--- src/sv/fmmp_pkg.sv ---
// shared types and constants for the fibonacci modular matrix power unit
package fmmp_pkg;
	localparam int unsigned IdxW = 64;
	localparam int unsigned ModW = 31;
	localparam logic [ModW-1:0] ModReset = 31'd1000000007;

	typedef logic [IdxW-1:0] index_t;
	typedef logic [ModW-1:0] value_t;
endpackage

--- src/sv/fmmp_if.sv ---
// valid/ready channel interfaces for index and result words
interface fmmp_index_if;
	logic valid;
	logic ready;
	fmmp_pkg::index_t index;
	modport source (output valid, output index, input ready);
	modport sink (input valid, input index, output ready);
endinterface

interface fmmp_result_if;
	logic valid;
	logic ready;
	fmmp_pkg::value_t fib_value;
	modport source (output valid, output fib_value, input ready);
	modport sink (input valid, input fib_value, output ready);
endinterface

--- src/sv/fmmp_modred.sv ---
// bit-serial modular reduction of a 63-bit sum, one bit per cycle
module fmmp_modred (
	input  logic clk,
	input  logic arst_n,
	input  logic start,
	input  logic [62:0] sum,
	input  fmmp_pkg::value_t modulus,
	output logic done,
	output fmmp_pkg::value_t rem
);
	import fmmp_pkg::*;

	logic [62:0] sum_q;
	logic [ModW:0] rem_q;
	logic [5:0] cnt_q;
	logic busy_q;
	logic [ModW+1:0] trial;

	// shift in next bit and subtract modulus when it fits
	assign trial = {1'b0, rem_q[ModW-1:0], sum_q[62]} - {2'b00, modulus};

	always_ff @(posedge clk or negedge arst_n) begin
		if (!arst_n) begin
			busy_q <= 1'b0;
			cnt_q <= '0;
			done <= 1'b0;
		end else begin
			done <= 1'b0;
			if (start) begin
				busy_q <= 1'b1;
				cnt_q <= 6'd62;
			end else if (busy_q) begin
				if (cnt_q == 6'd0) begin
					busy_q <= 1'b0;
					done <= 1'b1;
				end
				cnt_q <= cnt_q - 6'd1;
			end
		end
	end

	always_ff @(posedge clk) begin
		if (start) begin
			sum_q <= sum;
			rem_q <= '0;
		end else if (busy_q) begin
			sum_q <= {sum_q[61:0], 1'b0};
			if (!trial[ModW+1])
				rem_q <= trial[ModW:0];
			else
				rem_q <= {rem_q[ModW-1:0], sum_q[62]};
		end
	end

	assign rem = rem_q[ModW-1:0];
endmodule

--- src/sv/fibonacci_mod_matrix_power_unit.sv ---
// Fibonacci F(n) mod modulus by 2x2 matrix square-and-multiply on one shared multiplier.
// One index takes a variable time. Each matrix entry passes two multiplier states (MUL0,
// MUL1), a state that starts the reduction (RED) and a wait (WAIT) until the bit-serial
// reduction of the 63-bit sum is done. Four entries make one matrix product. Each
// processed bit of n-1 costs one decision state (BIT) plus a squaring product, and one
// more product when the bit is set. One last decision state then raises the result. For
// F(0), or for a modulus below two, the result is valid in the cycle after the index is
// taken. The single 31x31 multiplier and the serial remainder unit bound the speed. Ready
// is low while a word is in work; the result register holds one finished word until taken.
module fibonacci_mod_matrix_power_unit (
	input  logic clk,
	input  logic arst_n,
	input  logic cfg_we,
	input  fmmp_pkg::value_t cfg_wdata,
	fmmp_index_if.sink idx_ch,
	fmmp_result_if.source res_ch
);
	import fmmp_pkg::*;

	typedef enum logic [6:0] {
		ST_IDLE = 7'b0000001,
		ST_BIT  = 7'b0000010,
		ST_MUL0 = 7'b0000100,
		ST_MUL1 = 7'b0001000,
		ST_RED  = 7'b0010000,
		ST_WAIT = 7'b0100000,
		ST_OUT  = 7'b1000000
	} state_t;

	state_t state_q;
	value_t modulus_q;
	index_t n_q;
	value_t a_q [4];
	value_t b_q [4];
	value_t r_q [4];
	logic [1:0] ent_q;
	logic sq_q;
	logic [61:0] prod_q;
	logic [62:0] sum_q;
	logic red_start;
	logic red_done;
	value_t red_rem;
	value_t res_q;
	logic [1:0] i0, i1, j0, j1;
	value_t xa, xb;
	logic [61:0] prod;

	// configuration register
	always_ff @(posedge clk or negedge arst_n) begin
		if (!arst_n) modulus_q <= ModReset;
		else if (cfg_we) modulus_q <= cfg_wdata;
	end

	// operand selection: entry (i,j) = x[i][0]*y[0][j] + x[i][1]*y[1][j]
	always_comb begin
		i0 = {ent_q[1], 1'b0};
		i1 = {ent_q[1], 1'b1};
		j0 = {1'b0, ent_q[0]};
		j1 = {1'b1, ent_q[0]};
		if (state_q == ST_MUL0) begin
			xa = sq_q ? b_q[i0] : a_q[i0];
			xb = b_q[j0];
		end else begin
			xa = sq_q ? b_q[i1] : a_q[i1];
			xb = b_q[j1];
		end
	end

	// shared multiplier
	assign prod = 62'(xa) * 62'(xb);

	assign red_start = (state_q == ST_RED);

	fmmp_modred u_red (
		.clk(clk), .arst_n(arst_n), .start(red_start), .sum(sum_q),
		.modulus(modulus_q), .done(red_done), .rem(red_rem)
	);

	assign idx_ch.ready = (state_q == ST_IDLE);
	assign res_ch.valid = (state_q == ST_OUT);
	assign res_ch.fib_value = res_q;

	// sequencer
	always_ff @(posedge clk or negedge arst_n) begin
		if (!arst_n) begin
			state_q <= ST_IDLE;
			ent_q <= '0;
			sq_q <= 1'b0;
		end else begin
			unique case (state_q)
				ST_IDLE: if (idx_ch.valid) begin
					if (idx_ch.index == '0 || modulus_q < 31'd2) state_q <= ST_OUT;
					else state_q <= ST_BIT;
				end
				ST_BIT: begin
					ent_q <= '0;
					if (n_q == '0) state_q <= ST_OUT;
					else begin
						sq_q <= !n_q[0];
						state_q <= ST_MUL0;
					end
				end
				ST_MUL0: state_q <= ST_MUL1;
				ST_MUL1: state_q <= ST_RED;
				ST_RED: state_q <= ST_WAIT;
				ST_WAIT: if (red_done) begin
					ent_q <= ent_q + 2'd1;
					if (ent_q != 2'd3) state_q <= ST_MUL0;
					else if (sq_q) state_q <= ST_BIT;
					else begin
						sq_q <= 1'b1;
						state_q <= ST_MUL0;
					end
				end
				ST_OUT: if (res_ch.ready) state_q <= ST_IDLE;
				default: state_q <= ST_IDLE;
			endcase
		end
	end

	// datapath registers
	always_ff @(posedge clk) begin
		unique case (state_q)
			ST_IDLE: begin
				n_q <= idx_ch.index - 64'd1;
				a_q[0] <= 31'd1; a_q[1] <= '0; a_q[2] <= '0; a_q[3] <= 31'd1;
				b_q[0] <= 31'd1; b_q[1] <= 31'd1; b_q[2] <= 31'd1; b_q[3] <= '0;
				res_q <= '0;
			end
			ST_BIT: if (n_q == '0) res_q <= a_q[0];
			ST_MUL0: prod_q <= prod;
			ST_MUL1: sum_q <= {1'b0, prod_q} + {1'b0, prod};
			ST_WAIT: if (red_done) begin
				r_q[ent_q] <= red_rem;
				if (ent_q == 2'd3) begin
					if (sq_q) begin
						b_q[0] <= r_q[0]; b_q[1] <= r_q[1];
						b_q[2] <= r_q[2]; b_q[3] <= red_rem;
						n_q <= n_q >> 1;
					end else begin
						a_q[0] <= r_q[0]; a_q[1] <= r_q[1];
						a_q[2] <= r_q[2]; a_q[3] <= red_rem;
					end
				end
			end
			default: ;
		endcase
	end
endmodule

--- src/flat_wrapper.sv ---
// flat-port wrapper written by rule: the top's interface ports become plain ports
module fibonacci_mod_matrix_power_unit_flat import fmmp_pkg::*;
  (clk, arst_n, cfg_we, cfg_wdata, idx_ch_valid, idx_ch_index, idx_ch_ready, res_ch_valid, res_ch_fib_value, res_ch_ready);
  fmmp_index_if idx_ch_i ();
  fmmp_result_if res_ch_i ();
  input  logic clk;
  input  logic arst_n;
  input  logic cfg_we;
  input  fmmp_pkg::value_t cfg_wdata;
  input wire logic [$bits(idx_ch_i.valid)-1:0] idx_ch_valid;
  input wire logic [$bits(idx_ch_i.index)-1:0] idx_ch_index;
  output wire logic [$bits(idx_ch_i.ready)-1:0] idx_ch_ready;
  output wire logic [$bits(res_ch_i.valid)-1:0] res_ch_valid;
  output wire logic [$bits(res_ch_i.fib_value)-1:0] res_ch_fib_value;
  input wire logic [$bits(res_ch_i.ready)-1:0] res_ch_ready;
  assign idx_ch_i.valid = idx_ch_valid;
  assign idx_ch_i.index = idx_ch_index;
  assign idx_ch_ready = idx_ch_i.ready;
  assign res_ch_valid = res_ch_i.valid;
  assign res_ch_fib_value = res_ch_i.fib_value;
  assign res_ch_i.ready = res_ch_ready;
  fibonacci_mod_matrix_power_unit u_core (.clk(clk), .arst_n(arst_n), .cfg_we(cfg_we), .cfg_wdata(cfg_wdata), .idx_ch(idx_ch_i), .res_ch(res_ch_i));
endmodule
--- config.mk ---
export PLATFORM = sky130hd
export DESIGN_NAME = fibonacci_mod_matrix_power_unit_flat
export DESIGN_NICKNAME = d
export VERILOG_FILES = /design/src/sv/fmmp_pkg.sv /design/src/sv/fmmp_if.sv /design/src/sv/fmmp_modred.sv /design/src/sv/fibonacci_mod_matrix_power_unit.sv /design/src/flat_wrapper.sv
export SDC_FILE = /design/constraint.sdc
export NUM_CORES = 2
export LEC_CHECK = 0
export ABC_CLOCK_PERIOD_IN_PS = 13310
export BUFFER_PORTS_ARGS = -buffer_cell sky130_fd_sc_hd__buf_2
export CAP_MARGIN = 20
export CORE_UTILIZATION = 59
export CTS_CLUSTER_DIAMETER = 150
export DETAILED_ROUTE_END_ITERATION = 10
export GPL_TIMING_DRIVEN = 0
export PLACE_DENSITY = 0.8
export SYNTH_ARGS = -nofsm -noshare
export SYNTH_HDL_FRONTEND = slang
export SYNTH_HIERARCHICAL = 1
export SYNTH_SLANG_ARGS = --single-unit
export TNS_END_PERCENT = 10
--- constraint.sdc ---
create_clock -name clk -period 13.31 [get_ports clk]
set_input_delay 2.662 -clock clk [delete_from_list [all_inputs] [get_ports clk]]
set_output_delay 2.662 -clock clk [all_outputs]
set_load 0.05 [all_outputs]
==> flow_summary_export.csv <==
group,metric,value,unit
run_status,status,"finished clean",
worst_setup_path,critical_path_peak_fanout,10,
timing,relSlewSlack,0.201,
hold_path,hp-class,"flip-flop to flip-flop",
floorplanning,pin_count,133,
floorplanning,num_rows,121,
placed_design,portBuffers,132,
timing,hold_viol,0,
floorplanning,core,0.109,mm^2
grt,track_usage,0.393,
floorplanning,die_w,334,um
timing,setup_viol,0,
clocking,clock_path_buffers,3,
placed_design,hpwl,171,mm
worst_setup_path,r2r_slack,0.23,ns
clocking,htreeDepth,3,
timing,fin_crit_sh,0.983,
logic_synthesis,synth_seq_cells,704,
grt,grt_first_pass_wirelength,318,mm
route,via_per_inst,6.15,
timing,fmax,76.4,MHz
cells_and_area,final_common_cell,"nand2_1",
placed_design,pre_cts_slack,-2.00,ns
floorplanning,die_height,334,um
timing,tightestPinTransition,1.20,ns
timing,final.setup_skew,0.0570,ns
placed_design,gp_congestion,1.09,
floorplanning,die_area,0.112,mm^2
logic_synthesis,ys_top_cells_by_area,"edfxtp_1 (29%), fa_1 (26%), ha_1 (6.9%)",
clocking,cts_sinks,704,
grt,grt_max_degree,65,
route,ant_nets,0,
logic_synthesis,synth-async-reset-ratio,0.0696,
route,wl_per_cell,26.9,um
run,maxCapViolCount,0,
timing,worst_slack,0.229,ns
route,wirelength,216,mm
grt,grt_pass1_vias,50800,
logic_synthesis,syn-cell-area,0.0650,mm^2
floorplanning,initial_core_util,0.596,
grt,grt_overflow,0,
route,dr.first_iter.drc_count,5467,
cells_and_area,area_growth,9.37,%
logic_synthesis,synth_edf_count,624,
clocking,cts_root_buf,"clkbuf_16",
timing,finalCriticalPeriod,13.08,ns
worst_setup_path,setup.worst_path.start_class,"flip-flop",
logic_synthesis,ys_seq_area_frac,0.317,
route,drt_first_pass_iters,10,
logic_synthesis,avgSynthCellArea,10.3,um^2
logic_synthesis,syn_inst,6295,
clocking,cts_buffers,75,
logic_synthesis,ys_warn_count,6,
logic_synthesis,yosysUniqueCellTypes,93,
cells_and_area,mostFrequentLayoutCells,"nand2_1 (903), inv_1 (901), fa_1 (839)",
worst_setup_path,max_stage_delay,0.66,ns
worst_setup_path,critPathKind,"flip-flop to flip-flop",
grt,antenna_found_initial,8,
worst_setup_path,cp_slowest_cell,"fa_1",
logic_synthesis,syn-num-nets,7590,
worst_setup_path,end_kind,"flip-flop",
worst_setup_path,crit_top_cell,"fa_1",
logic_synthesis,synthFlopType,"edfxtp_1",
logic_synthesis,yosys.area.top_type_share,0.288,
logic_synthesis,synth_area_leader_cell,"edfxtp_1",
timing,slew_viol_final,0,
clocking,tritoncts,"done",
worst_setup_path,crit_required,13.72,ns
route,drc_errors,0,
worst_setup_path,arrival,13.49,ns
route,num_vias,49400,
clocking,clk_latency,0.69,ns
clocking,clk_pin_slew,0.06,ns
cells_and_area,final_nets,7838,
cells_and_area,drive_above_1_share,0.105,
## per-layer routing
| layer | GRT usage | share of wire | vias to the layer above |
|---|---|---|---|
| met2 | 0.617 | 0.45 | 3077 |
| li1 | - | - | 20900 |
| met1 | 0.473 | 0.34 | 24500 |
| met4 | 0.285 | 0.090 | 0 |
| met3 | 0.0998 | 0.11 | 845 |
| met5 | 0.00174 | 0 | - |
## timing repair
item / CTS / global route
resized for setup: 136 / 144
hold endpoints to repair: 0 / 0
setup buffers: 0 / 4
hold buffers: 0 / 0
setup endpoints to repair: 34 / 12
pin swaps: 0 / 3
## kinds of logic (layout without fill, tap and decap cells)
family	after synthesis	in the layout	share of synthesized area
other	0	8	0
XOR/XNOR	201	201	0.0271
AND/OR/NAND/NOR	2163	2163	0.151
adder cells (fa/ha/maj)	1195	1195	0.327
multiplexers	191	191	0.0443
buffers and inverters	1190	1499	0.0692
flip-flops	704	704	0.317
AO/OA/AOI/OAI	651	651	0.0643
## cells in the mapped netlist (all sizes together), types with 9 or more instances
cell type / n
xor2: 61
a311oi: 22
nand2b: 32
edfxtp: 624
mux2: 94
dfrtp: 32
inv: 901
nor4: 46
mux2i: 29
a21oi: 176
nand3b: 9
xnor2: 140
o21a: 42
buf: 21
nand4: 36
o21ai: 170
a21o: 80
or4: 10
nand2: 925
clkbuf: 266
o211ai: 10
or3: 17
o21bai: 32
dfxtp: 31
and2: 340
dfstp: 17
nor2: 567
nor2b: 16
nand3: 72
nor3: 34
mux4: 68
and3: 25
ha: 356
or2: 13
a211oi: 19
a31oi: 25
fa: 839
## worst max-delay path: cells and delay by family (launching register included)
kind | cells | cell delay (ns)
DFF | 1 | 0.56
xor gates and xnor gates | 1 | 0.19
AOI/OAI and AO/OA | 14 | 3.64
adders and majority gates | 10 | 4.93
buffers and inverters | 9 | 2.00
and+or+nand+nor | 9 | 1.49
## flip-flops by register name, summed over array words and instances (netlist names)
name	count
u_core/a_q	124
u_core/b_q	124
u_core/ent_q	2
u_core/modulus_q	31
u_core/n_q	64
u_core/prod_q	62
u_core/r_q	93
u_core/res_ch.fib_value	31
u_core/sq_q	1
u_core/state_q	7
u_core/sum_q	63
u_core/u_red/busy_q	1
u_core/u_red/cnt_q	6
u_core/u_red/done	1
u_core/u_red/rem_q	31
u_core/u_red/sum_q	63
## layout make-up
type / count / area (um^2)
antenna: 8 / 20.0
buffer: 274 / 1300
clock buffer: 97 / 2030
clock inverter: 41 / 384
fill: 8514 / 37900
inverter: 903 / 3390
multi-input combinational: 4401 / 40200
sequential: 704 / 20600
tap: 1414 / 1770
timing repair buffer: 184 / 1370
## stage by stage
stage / instances / area [um^2] / hold WS (ns) / setup TNS, ns / util
after global routing: 8023 / 71100 / 0.517 / -0.125 / 0.652
after global placement: 7841 / 67400 / 0.486 / -572.41 / 0.619
after floorplan: 6295 / 65000 / 0.435 / 0 / -
final: 8026 / 71100 / 0.491 / 0 / 0.652
after detailed placement: 7885 / 68200 / 0.502 / -29.66 / 0.625
after CTS: 8018 / 70800 / 0.492 / 0 / 0.650
## worst paths after layout
check / start / endpoint / depth (start not counted)
max: u_core/state_q[0] / u_core/sum_q[62] / 43
min: u_core/r_q[0][0] / u_core/b_q[0][0] / 1
max reg2reg: u_core/state_q[0] / u_core/sum_q[62] / 43
min reg2reg: u_core/r_q[0][0] / u_core/b_q[0][0] / 1
max in group asynchronous: arst_n / u_core/state_q[0] / 2
min in group asynchronous: arst_n / u_core/modulus_q[21] / 1
Power is left out: the tool's default activity adds up to more than one toggle a clock period on the data nets, which glitch-free logic cannot reach.
